$ cat src/hw/rtl/bbp_clear.sv
// Post-reset clearing sequencer: walks every table entry once, one per cycle.
// Depends on nothing but the index width handed down from the top level.
module bbp_clear #(
	parameter int unsigned IDX_W = 12
) (
	input  logic             clk,
	input  logic             arst_n,
	output logic             clr_busy,
	output logic [IDX_W-1:0] clr_addr
);

	logic             clearing_q;
	logic [IDX_W-1:0] cnt_q;

	always_ff @(posedge clk or negedge arst_n) begin
		if (!arst_n) begin
			clearing_q <= 1'b1;
			cnt_q      <= '0;
		end else if (clearing_q) begin
			cnt_q <= cnt_q + {{(IDX_W-1){1'b0}}, 1'b1};
			if (cnt_q == {IDX_W{1'b1}}) begin
				clearing_q <= 1'b0;
			end
		end
	end

	assign clr_busy = clearing_q;
	assign clr_addr = cnt_q;

endmodule

$ cat config.mk
export PLATFORM = sky130hd
export DESIGN_NAME = bbp_clear
export DESIGN_NICKNAME = d
export VERILOG_FILES = /design/src/hw/rtl/bbp_clear.sv
export SDC_FILE = /design/constraint.sdc
export NUM_CORES = 1
export LEC_CHECK = 0
export ABC_CLOCK_PERIOD_IN_PS = 1600
export BUFFER_PORTS_ARGS = -buffer_cell sky130_fd_sc_hd__clkbuf_2
export CAP_MARGIN = 20
export CORE_UTILIZATION = 30
export CTS_CLUSTER_DIAMETER = 200
export DETAILED_ROUTE_END_ITERATION = 16
export PLACE_DENSITY_LB_ADDON = 0.05
export SYNTH_ARGS = -nofsm -noshare
export SYNTH_HDL_FRONTEND = slang
export SYNTH_SLANG_ARGS = --single-unit
$ cat constraint.sdc
create_clock -name clk -period 1.6 [get_ports clk]
set_input_delay 0.32 -clock clk [delete_from_list [all_inputs] [get_ports clk]]
set_output_delay 0.32 -clock clk [all_outputs]
set_load 0.005 [all_outputs]
==> results.toml, run 1 <==
[layout]
n_antenna_cell = 0
nNetsFinal = 70
drive_gt1_share_pct = 33.3
area_delta_synth_final_pct = 22.6
layoutNonFillerInstCount = 91

[setup_path]
endpoint_kind = "flop"
cp_max_fo = 5
r2r-start = "clr_addr[0]"
startpoint = "clr_addr[0]"
startpoint_type = "flop"
criticalPathCategory = "reg -> reg"
worstPathArrival_ns = 1.56
required_ns = 1.80

[synthesis]
yosys.area_share.simple_pct = 19.7
syn_area_per_cell_um2 = 12.2
synth-seq-area-share_pct = 55.8
synth-async-reset-ratio_pct = 100
synth_common_cells = "12 x dfrtp_1, 7 x xor2_1, 5 x nand2_1"
synth_area_leaders = "dfrtp_1 51%, xor2_1 10%, xnor2_1 6.0%"
synth_mux_area_share_pct = 1.92
synth-compound-area-share_pct = 1.92
synth_area_um2 = 586
synth_top_area_cell = "dfrtp_1"
synthAdderAreaFrac_pct = 2.14
synth_warnings = 0
synth_ff_type = "dfrtp_1"
yosysMostFrequentCell = "dfrtp_1"
synth_top_area_share_pct = 51.3
synth_edf_count = 0
synth_top_family_by_area = "simple AND/OR/NAND/NOR gates"
syn_inst = 48
synth_xor_area_share_pct = 16.5
synth_cell_type_count = 16
ys_ff_latch = 13
syn_nets = 51

[sta]
skew_ns = 0.00459
relSlewSlack_pct = 78.5
finalSetupViolations = 0
hold_viol_final = 0
fin_ws_ns = 0.242
fmax_mhz = 736
whs_ns = 0.465
min_period_ns = 1.36
drv_slew = 0
worst_pin_slew_ns = 0.323
grt_setup_unrepaired = "false"
setup_tns_ns = 0
post-route-period-util_pct = 84.9

[job]
max_cap_viol_count = 0

[power]
power.density_nw_per_um2 = 749
power.internal_w = 0.000427
clkPwrFrac_pct = 37.3
peakVddDrop_mv = 0.488
switching_power_w = 0.000110
p_comb_share_pct = 1.6
seqPwrFrac_pct = 61.0
p_leak_nw = 0.375
p_sw_share_pct = 20.5

[global_route]
antenna_found_initial = 0
grt_pass1_vias = 358
grt_max_degree = 14
track_usage_pct = 12.3
grt_overflow = 0
grt_pass1_wl_um = 1750

[clock_network]
cts.sinks = 13
h-tree-depth = 1
cts_inserted_buffers = 3
clk_latency_ns = 0.28
clk_pin_slew_ns = 0.08
clock-root-buffer = "clkbuf_4"
cts_tree = "done"
cts_resized = 0
clockBufferDepth = 2

[drt]
first_pass_iters = 3
vias = 388
route.detailed.drc = 0
antenna_left = 0
vias_per_cell = 4.26
wl_per_cell_um = 11.7
wl_um = 1070
drtIter0Drc = 7

[floorplan]
dieWidth_um = 46.2
io_pins = 15
initial_core_util_pct = 32.8
rows = 15
core_area_um2 = 1780
die_area_um2 = 2130
die_h_um = 46.2

[place]
portBuffers = 14
placedCellCount = 86
place_ws_ns = 0.232
place_congestion = 0.662
place_hpwl_um = 795

[status]
outcome = "complete, no violations"

[worst_hold_path]
hold_path_class = "in -> async"
==> per-stage QoR <==
stage	cell area [um^2]	total power [W]	util, %
4_1_cts	718	0.000551	40.3
2_1_floorplan	586	0.000335	-
3_3_place_gp	682	0.000343	38.2
3_5_place_dp	682	0.000342	38.2
5_1_grt	718	0.000569	40.3
6_report	718	0.000538	40.3
==> worst paths after layout <==
path / to / slack, ns / cells after the start
worst max-delay path: clr_addr[10] / 0.24 / 4
worst min-delay path: clr_addr[4] / 0.46 / 2
worst max register to register: clr_addr[10] / 0.24 / 4
worst min register to register: clr_addr[10] / 0.50 / 1
max in group asynchronous: clr_busy / 0.84 / 2
min in group clk: clr_addr[10] / 0.50 / 1
==> logic make-up (layout without fill, tap and decap cells) <==
kind of cell / after synthesis / count (layout)
fa+ha+maj: 1 / 1
xor+xnor: 11 / 11
mux: 1 / 1
flops: 13 / 13
buf+inv: 3 / 21
compound gates: 1 / 1
simple gates: 18 / 18
==> cells in the final DEF (no fill, tap or decap), drive strengths merged, types with 2 or more instances in the layout <==
cell and n:
xnor2 4, nand4 3, nand2 5, nand3 3
inv 2, nor2 2, nor3 3, clkbuf 18
dfrtp 12, nor4 2, xor2 7
==> metal layers <==
metal | GRT usage (%) | vias up | routed length (um) | part of all wire (%)
met3 | 5.88 | 0 | 60 | 5.6
li1 | - | 201 | - | -
met2 | 16.1 | 13 | 442 | 41
met1 | 16.9 | 174 | 564 | 53
met4 | 5.29 | 0 | 0 | 0
met5 | 0 | - | 0 | 0
==> cell type report <==
class                   instances  area [um^2]
clock buffers                   4         26.3
fillers                       188         1060
inverters                       2         7.51
multi-input cells              32          246
flip-flops and latches         13          327
well taps                      25         31.3
repair buffers                 15         80.1
==> state kept, by name, summed over array words and instances, names as in the netlist <==
signal	flops
clr_addr	12
clr_busy	1
==> power by group through the flow <==
| stage | registers, W | logic (W) | clock network (W) |
|---|---|---|---|
| global placement | 0.000335 | 0.00000797 | 0 |
| floorplan | 0.000335 | 0.000000000119 | 0 |
| detailed placement | 0.000335 | 0.00000757 | 0 |
| finish | 0.000328 | 0.00000881 | 0.000201 |
| global route | 0.000328 | 0.0000106 | 0.000230 |
| CTS | 0.000328 | 0.00000949 | 0.000213 |
==> worst max-delay path: stages (launching register included) <==
cell and delay, ns:
dfrtp_1 0.43, ha_1 0.22, nand4_1 0.22, nor3_1 0.25, xor2_1 0.16
==> what timing repair did <==
item / in CTS / in global routing
endpoints found under the setup margin: 0 / 0
setup buffers: 0 / 0
hold buffers: 1 / 0
hold endpoints to repair: 12 / 0
Note: power is estimated with default switching activity, not from simulation.
==> run 2: changes to the inputs <==
ABC_CLOCK_PERIOD_IN_PS = 1300   (was 1600)
clock period = 1.3 ns   (was 1.6 ns; I/O delays follow)
==> run 2 against run 1 <==
Clock power up 20%; global-route usage up 0.42 points; fmax up 3.6%; highest routed layer unchanged; the run now ends with negative setup slack left; via count up 13%; largest cell class unchanged; die area unchanged; register-to-register slack worse by 0.25 ns.
==> results.toml, run 2 (synthesized netlist as in run 1, its figures left out) <==
[status]
outcome = "finished, violations left"
violations = "negative setup slack"

[floorplan]
initial_core_util_pct = 32.8
die_h_um = 46.2
dieWidth_um = 46.2
rows = 15
die_area_um2 = 2130
core_area_um2 = 1780
io_pins = 15

[sta]
grt_setup_unrepaired = "true"
fin_ws_ns = -0.0114
whs_ns = 0.413
post-route-period-util_pct = 101
hold_viol_final = 0
skew_ns = 0.00304
worst_pin_slew_ns = 0.336
relSlewSlack_pct = 77.6
drv_slew = 0
min_period_ns = 1.31
finalSetupViolations = 1
fmax_mhz = 763

[setup_path]
cp_max_fo = 4
slowest_delay_ns = 0.56
endpoint_kind = "flop"
path_delay_family = "flip-flops"
criticalPathCategory = "reg -> reg"
r2r-start = "clr_busy"
cp_cell_sequence = "buf_6 -> nand3_4 -> nor4_4 -> xor2_1"
critPathSlowestCell = "dfstp_2"
startpoint_type = "flop"
cp_num_buf_inv = 1
worstPathArrival_ns = 1.51
startpoint = "clr_busy"
required_ns = 1.50

[layout]
area_delta_synth_final_pct = 47.0
fillerInstances = 172
drive_gt1_share_pct = 47.4
multi_input_area_um2 = 285
largest_register_ffs = 12
nNetsFinal = 82
final_cell_area_um2 = 861
n_antenna_cell = 0
layout_commonest_cell = "clkbuf_2"
final_cell_mix = "13 x clkbuf_2, 12 x dfrtp_1, 10 x buf_4, 7 x xor2_1, 5 x nand2_1"
seqCellArea_um2 = 327

[drt]
route.detailed.drc = 0
vias = 437
vias_per_cell = 4.24
first_pass_iters = 4
antenna_left = 0
wl_per_cell_um = 11.8
drtIter0Drc = 5
wl_um = 1210

[clock_network]
cts_tree = "done"
cts_inserted_buffers = 3
clk_pin_slew_ns = 0.08
h-tree-depth = 1
cts.sinks = 13
clock-root-buffer = "clkbuf_4"
clockBufferDepth = 2
clk_latency_ns = 0.27

[global_route]
grt_pass1_vias = 395
grt_overflow = 0
grt_max_degree = 14
antenna_found_initial = 0
track_usage_pct = 12.7
grt_pass1_wl_um = 1880

[place]
place_congestion = 0.665
place_area_um2 = 734
place_hpwl_um = 892
portBuffers = 14

[worst_hold_path]
hold_path_class = "in -> async"

[power]
power.density_nw_per_um2 = 763
peakVddDrop_mv = 0.525
p_leak_nw = 0.458

[job]
max_cap_viol_count = 0
==> run 2: path summary, 6_finish.rpt <==
| path | slack [ns] | endpoint | depth (start not counted) |
|---|---|---|---|
| max | -0.01 | clr_addr[9] | 4 |
| min | 0.41 | clr_addr[8] | 2 |
| max reg2reg | -0.01 | clr_addr[9] | 4 |
| min reg2reg | 0.51 | clr_addr[10] | 1 |
| max in group asynchronous | 0.59 | clr_busy | 2 |
| min in group clk | 0.51 | clr_addr[10] | 1 |
==> run 2: timing repair <==
action	CTS	global route
gates cloned	0	0
gates resized for setup	2	7
setup endpoints to repair	2	8
pin swaps	0	9
buffers inserted	1	5
hold buffers	1	0
hold endpoints to repair	12	0
==> run 2: cell type report <==
cell class,instances,share of cell area (%)
clock buffers,4,3.05
inverters,2,0.872
multi-input cells,32,33.1
flip-flops and latches,13,37.9
well taps,25,3.63
repair buffers,27,21.4
==> run 2: stage by stage <==
stage	utilization, %	power (W)	setup WS, ns	TNS (ns)	instances
finish	48.3	0.000657	-0.0114	-0.0114	103
global route	48.3	0.000695	-0.0871	-0.187	103
CTS	44.1	0.000671	-0.0145	-0.0197	99
detailed placement	41.2	0.000422	0.0207	0	93
global placement	41.2	0.000422	0.0337	0	93
floorplan	-	0.000412	0.0334	0	48
==> run 2: per-layer routing <==
metal / wire length (um) / track usage [%]
met5: 0 / 0
met2: 492 / 16.3
met4: 0 / 1.76
met1: 653 / 19.2
met3: 68 / 6.27
==> run 2: worst register-to-register path: stages, from the launching register on <==
cell	delay, ns
dfstp_2	0.56
buf_6	0.11
nand3_4	0.08
nor4_4	0.31
xor2_1	0.18
==> run 2: power breakdown <==
group          internal, W  leakage, nW  total (W)  switching, W
registers         0.000404        0.178   0.000404             0
clock network     0.000119       0.0150   0.000241      0.000123
logic           0.00000300        0.264  0.0000111    0.00000811
total             0.000526        0.458   0.000657      0.000131
