==> src/hw/rtl/bbp_pkg.sv <==
// Shared types, constants and the two-bit counter update for the branch predictor.
// No dependencies; the top level and bbp_core use it by scoped names.
package bbp_pkg;

	localparam int unsigned TABLE_ENTRIES_DEF = 4096;
	localparam int unsigned ADDR_W = 48;
	localparam int unsigned CNT_W = 32;
	localparam int unsigned STATE_W = 2;

	typedef enum logic [STATE_W-1:0] {
		ST_SNT = 2'd0,
		ST_WNT = 2'd1,
		ST_WT  = 2'd2,
		ST_ST  = 2'd3
	} ctr_state_t;

	// Hysteresis update: a miss from a weak state jumps to the opposite strong state.
	function automatic ctr_state_t next_state(input ctr_state_t st, input logic taken);
		ctr_state_t nxt;
		case (st)
			ST_ST:   nxt = taken ? ST_ST : ST_WT;
			ST_WT:   nxt = taken ? ST_ST : ST_SNT;
			ST_WNT:  nxt = taken ? ST_ST : ST_SNT;
			ST_SNT:  nxt = taken ? ST_WNT : ST_SNT;
			default: nxt = ST_SNT;
		endcase
		return nxt;
	endfunction

	function automatic logic [CNT_W-1:0] sat_inc(input logic [CNT_W-1:0] v);
		return (v == {CNT_W{1'b1}}) ? v : v + {{(CNT_W-1){1'b0}}, 1'b1};
	endfunction

endpackage

==> src/hw/rtl/bbp_core.sv <==
// Read-modify-write pipeline of the predictor: forwarding, counter update, result registers.
// Uses bbp_pkg; drives the table RAM ports, muxing in the clearing writes.
module bbp_core #(
	parameter int unsigned IDX_W = 12
) (
	input  logic                         clk,
	input  logic                         arst_n,
	input  logic                         start,
	input  logic [bbp_pkg::ADDR_W-1:0]   branch_address,
	input  logic                         outcome_taken,
	input  logic                         clr_busy,
	input  logic [IDX_W-1:0]             clr_addr,
	output logic                         ram_we,
	output logic [IDX_W-1:0]             ram_waddr,
	output logic [bbp_pkg::STATE_W-1:0]  ram_wdata,
	output logic                         ram_re,
	output logic [IDX_W-1:0]             ram_raddr,
	input  logic [bbp_pkg::STATE_W-1:0]  ram_rdata,
	output logic                         busy,
	output logic                         done,
	output logic                         predicted_taken,
	output logic                         was_correct,
	output logic [bbp_pkg::CNT_W-1:0]    correct_total,
	output logic [bbp_pkg::CNT_W-1:0]    branch_total
);

	logic                       accept;
	logic                       v_s1;
	logic [IDX_W-1:0]           idx_s1;
	logic                       taken_s1;
	logic                       fwd_v_q;
	logic [IDX_W-1:0]           fwd_idx_q;
	bbp_pkg::ctr_state_t        fwd_st_q;
	bbp_pkg::ctr_state_t        cur_st;
	bbp_pkg::ctr_state_t        nxt_st;
	logic                       pred;
	logic                       hit;
	logic                       done_q;
	logic                       pred_q;
	logic                       ok_q;
	logic [bbp_pkg::CNT_W-1:0]  correct_q;
	logic [bbp_pkg::CNT_W-1:0]  branch_q;

	assign busy   = clr_busy;
	assign accept = start && !clr_busy;

	assign ram_re    = accept;
	assign ram_raddr = branch_address[IDX_W-1:0];

	// The previous word's write lands on the same edge as this word's read: take it from the bypass.
	always_comb begin
		if (fwd_v_q && (fwd_idx_q == idx_s1)) begin
			cur_st = fwd_st_q;
		end else begin
			cur_st = bbp_pkg::ctr_state_t'(ram_rdata);
		end
		nxt_st = bbp_pkg::next_state(cur_st, taken_s1);
		pred   = cur_st[1];
		hit    = (pred == taken_s1);
	end

	always_comb begin
		if (clr_busy) begin
			ram_we    = 1'b1;
			ram_waddr = clr_addr;
			ram_wdata = bbp_pkg::ST_WT;
		end else begin
			ram_we    = v_s1;
			ram_waddr = idx_s1;
			ram_wdata = nxt_st;
		end
	end

	always_ff @(posedge clk or negedge arst_n) begin
		if (!arst_n) begin
			v_s1      <= 1'b0;
			fwd_v_q   <= 1'b0;
			done_q    <= 1'b0;
			correct_q <= '0;
			branch_q  <= '0;
		end else begin
			v_s1    <= accept;
			fwd_v_q <= v_s1;
			done_q  <= v_s1;
			if (v_s1) begin
				branch_q <= bbp_pkg::sat_inc(branch_q);
				if (hit) begin
					correct_q <= bbp_pkg::sat_inc(correct_q);
				end
			end
		end
	end

	always_ff @(posedge clk) begin
		if (accept) begin
			idx_s1   <= branch_address[IDX_W-1:0];
			taken_s1 <= outcome_taken;
		end
		if (v_s1) begin
			fwd_idx_q <= idx_s1;
			fwd_st_q  <= nxt_st;
			pred_q    <= pred;
			ok_q      <= hit;
		end
	end

	assign done            = done_q;
	assign predicted_taken = pred_q;
	assign was_correct     = ok_q;
	assign correct_total   = correct_q;
	assign branch_total    = branch_q;

	a_no_word_while_clearing: assert property (@(posedge clk) disable iff (!arst_n)
		v_s1 |-> !clr_busy)
		else $error("pipeline word in flight during table clear");

	a_done_follows_s1: assert property (@(posedge clk) disable iff (!arst_n)
		v_s1 |=> done_q)
		else $error("result strobe missing after pipeline stage");

	a_correct_le_branch: assert property (@(posedge clk) disable iff (!arst_n)
		correct_q <= branch_q)
		else $error("correct count exceeds branch count");

	a_branch_count_moves: assert property (@(posedge clk) disable iff (!arst_n)
		(v_s1 && (branch_q != {bbp_pkg::CNT_W{1'b1}})) |=> (branch_q != $past(branch_q)))
		else $error("branch count did not advance");

endmodule
==> config.mk <==
export PLATFORM = sky130hd
export DESIGN_NAME = bbp_core
export DESIGN_NICKNAME = d
export VERILOG_FILES = /design/src/hw/rtl/bbp_pkg.sv /design/src/hw/rtl/bbp_core.sv
export SDC_FILE = /design/constraint.sdc
export NUM_CORES = 1
export LEC_CHECK = 0
export BUFFER_PORTS_ARGS = -buffer_cell sky130_fd_sc_hd__buf_4
export CAP_MARGIN = 10
export CORE_MARGIN = 10
export CORE_UTILIZATION = 54
export DETAILED_ROUTE_END_ITERATION = 8
export MAX_ROUTING_LAYER = met4
export PLACE_DENSITY_LB_ADDON = 0.25
export SYNTH_ARGS = -nofsm -noshare
export SYNTH_HDL_FRONTEND = slang
export SYNTH_SLANG_ARGS = --single-unit
export TNS_END_PERCENT = 10
==> constraint.sdc <==
create_clock -name clk -period 3.7 [get_ports clk]
set_input_delay 0.185 -clock clk [delete_from_list [all_inputs] [get_ports clk]]
set_output_delay 0.185 -clock clk [all_outputs]
set_load 0.02 [all_outputs]
==> results by group <==
Timing
  • Number of max-slew violations in the final report: 0
  • Fin. Hold Viols: 0
  • Final setup TNS: 0 ps
  • Slew headroom: 44.85%
  • Setup violators final: 0
  • RSZ-0062 raised after global routing: false
  • Clock skew: 11.86 ps
  • Period utilisation layout: 86.72%
  • Worst slew pin tran: 827.3 ps
  • Post-layout minimum cycle time: 3209 ps
  • Post-route worst setup slack: 491.4 ps
  • Max Clock Freq: 311.7 MHz
  • Final hold slack: 164.0 ps

Die
  • Initial Util: 55.76%
  • Full die area: 0.01262 mm^2
  • Ports: 163
  • Core ar.: 0.008258 mm^2
  • Die H: 112.3 um
  • FP Rows: 33
  • Die W: 112.3 um

Placement
  • Pre-CTS WS: 921.3 ps
  • Post-DP HPWL: 8055 um
  • IO Port Bufs: 126
  • GP Congestion: 0.8361
  • DP Area: 0.005569 mm^2

Synth
  • Largest cells by area after synthesis: dfrtp_1, edfxtp_1, xnor2_1
  • Post-Syn Instances: 382
  • Share of synthesized flip-flops with an asynchronous set or reset: 69.47%
  • Mapped Area: 0.004604 mm^2
  • Area share of the largest cell type after synthesis: 35.87%
  • Synthesized area per cell: 12.05 um^2
  • Synthesis Warnings: 0
  • Synth cell types: 41
  • Cell accounting for the most synthesized area: dfrtp_1
  • Post-Syn Nets: 452
  • Synthesized flop and latch total: 95
  • EDFF count, synth: 29
  • Register area share after synthesis: 54.78%
  • Primary flip-flop cell chosen by synthesis mapping: dfrtp_1

Pwr
  • Sw power: 0.7289 mW
  • Switching Share: 30.32%
  • Lkg Pwr: 2.559 nW
  • Int Pwr: 1.675 mW
  • Clock share of power: 27.5%
  • Pwr/cell area: 407.4 mW/mm^2
  • Worst vdd ir: 0.3896 mV
  • Logic pwr share: 20.0%
  • Seq pwr share: 52.5%

Worst setup path
  • CP cell instances: xnor2_1 > nand4_1 > nor4_2 > mux2i_1 > ha_1 > nand2_1 > o21ai_0 > or2_2 > buf_4
  • Max incr delay on CP: 630 ps
  • Crit path kind: flop to output pin
  • Worst path buffer plus inverter count: 1
  • Largest fanout on the critical path: 3
  • Critical Path AT: 3020 ps
  • R2R setup slack: 920 ps
  • Worst Path Required: 3510 ps
  • Cells on worst reg2reg path: 7
  • Worst r2r src: idx_s1[6]
  • Top cell family by delay on the critical path: simple AND/OR/NAND/NOR gates
  • Critical Path Start Type: flop
  • Critical Path End Type: output pin
  • Critical path's slowest cell: nor4_2
  • Worst r2r dst: correct_total[7]

Global routing
  • Largest net degree at the start of global routing: 67
  • Initial antenna violation count: 0
  • Gr ovfl total: 0
  • Total Routing Usage GR: 17.31%
  • Global-route wire length before repair: 17530 um
  • Vias in the first global route: 3476

Hold path
  • Hold_sp: ram_rdata[1]
  • Hold depth: 3
  • Worst Hold End: predicted_taken
  • Hold WC Path Type: primary input to flop

Drt
  • Routed WL per cell: 17.16 um
  • Vias per inst: 5.312
  • Vias: 3325
  • Initial drt markers: 107
  • Detail Route Antenna Nets: 0
  • DRT Pass-1 Iters: 4
  • Drc violations: 0
  • Routed WL: 10740 um

Cells and area
  • Area added between synthesis and finish: 28.15%
  • Share of cells above drive strength 1: 35.89%
  • FF/Latch Area: 0.002522 mm^2
  • Fin nets: 586
  • Final instance area: 0.005901 mm^2
  • Antenna diodes: 0
  • Fill count: 634
  • Multi-input gate area: 0.001894 mm^2

Clocking
  • Clock transition at path regs: 90 ps
  • CTS tree: yes
  • H-tree depth: 3
  • Num CTS Buffers: 9
  • Clock sink count: 95
  • Bufs on Longest Clock Path: 2
  • Clk root buf: clkbuf_8
  • Insertion delay to the later sink of the worst-skew pair: 360 ps

Outcome
  • Status: completed

Flow run
  • Max-cap viol count: 0
-- placed cells by master, fill, tap and decap left out, types with 11 or more instances in the layout --
cell type,instances
nand3_2,17
nand3_1,19
nor2_1,18
nand2_1,29
buf_4,132
xor2_1,13
dlygate4sd3_1,14
dfrtp_1,66
xnor2_1,62
mux2_2,13
nand4_1,22
edfxtp_1,29
and3_1,11
-- final cells by class --
type,count,share of cell area (%)
Inverter,8,0.5089
Sequential cell,95,42.75
Clock buffer,10,2.523
Multi-Input combinational cell,256,32.10
Tap cell,105,2.226
Timing Repair Buffer,146,19.17
Clock inverter,6,0.7209
-- power groups by stage --
stage | combinational [mW] | sequential (mW) | clock (mW)
finish | 0.481 | 1.26 | 0.661
global route | 0.521 | 1.28 | 0.726
CTS | 0.487 | 1.26 | 0.673
detailed placement | 0.477 | 1.28 | 0
global placement | 0.464 | 1.28 | 0
floorplan | 0.199 | 1.34 | 0
-- cell usage after synthesis (all sizes together), types with 2 or more instances --
master and count:
nor2b 2, dfrtp 66, mux2 14, and3 11
nor4 7, inv 8, nand3 36, buf 20
or2 2, mux2i 4, nor3b 4, a31oi 2
and2 4, nand3b 2, clkbuf 3, and4 5
nand4 24, xor2 13, edfxtp 29, ha 3
xnor2 62, nand2 29, nor3 6, nor2 18
-- cell families (layout without fill, tap and decap cells) --
family	count (synthesis)	in the layout	share of synthesized area (%)
flip-flops	95	95	54.78
adder cells (fa/ha/maj)	3	3	0.8153
XOR/XNOR	75	75	14.27
multiplexers	18	18	4.293
AO/OA/AOI/OAI	5	5	0.7065
buffers and inverters	31	170	4.348
AND/OR/NAND/NOR	155	155	20.79
-- worst max-delay path by stage --
stage | cells past startpoint | slack, ps | endpoint | start
after floorplan | 7 | 1350 | correct_total[1] | correct_total[17]
after global placement | 9 | 970 | ram_wdata[1] | idx_s1[6]
after detailed placement | 9 | 920 | ram_wdata[1] | idx_s1[6]
after CTS | 9 | 490 | ram_wdata[1] | idx_s1[6]
after global routing | 9 | 270 | ram_wdata[1] | idx_s1[6]
final | 9 | 490 | ram_wdata[1] | idx_s1[6]
-- per-layer routing --
layer | part of all wire [%] | vias to the layer above | track usage (%)
li1 | - | 1596 | -
met1 | 40 | 1634 | 19.30
met2 | 53 | 82 | 29.86
met3 | 5.2 | 13 | 4.899
met4 | 1.1 | 0 | 4.484
met5 | 0 | - | -
-- worst reg2reg max path: stages (launching register included) --
cell and delay (ps):
edfxtp_1 460, xnor2_1 190, nand4_1 140, nor4_2 630, mux2i_4 630, buf_4 310, nand4_1 140, xnor2_1 160
-- metrics by stage --
| stage | power [mW] | utilization [%] | instances |
|---|---|---|---|
| after floorplan | 1.538 | - | 382 |
| after global placement | 1.742 | 67.44 | 596 |
| after detailed placement | 1.759 | 67.44 | 596 |
| after CTS | 2.422 | 71.21 | 624 |
| after global routing | 2.525 | 71.45 | 626 |
| final | 2.404 | 71.45 | 626 |
-- what timing repair did --
item,4_1_cts,5_1_grt
hold buffers,12,2
setup buffers,0,0
endpoints found under the hold margin,77,2
resized for setup,0,0
-- sequential cells by signal (all words and copies together) (netlist names) --
| register | flops |
|---|---|
| branch_total | 32 |
| correct_total | 32 |
| done | 1 |
| fwd_idx_q | 12 |
| fwd_st_q | 2 |
| idx_s1 | 12 |
| predicted_taken | 1 |
| taken_s1 | 1 |
| v_s1 | 1 |
| was_correct | 1 |
No activity file was read; power rests on OpenSTA's default activity.
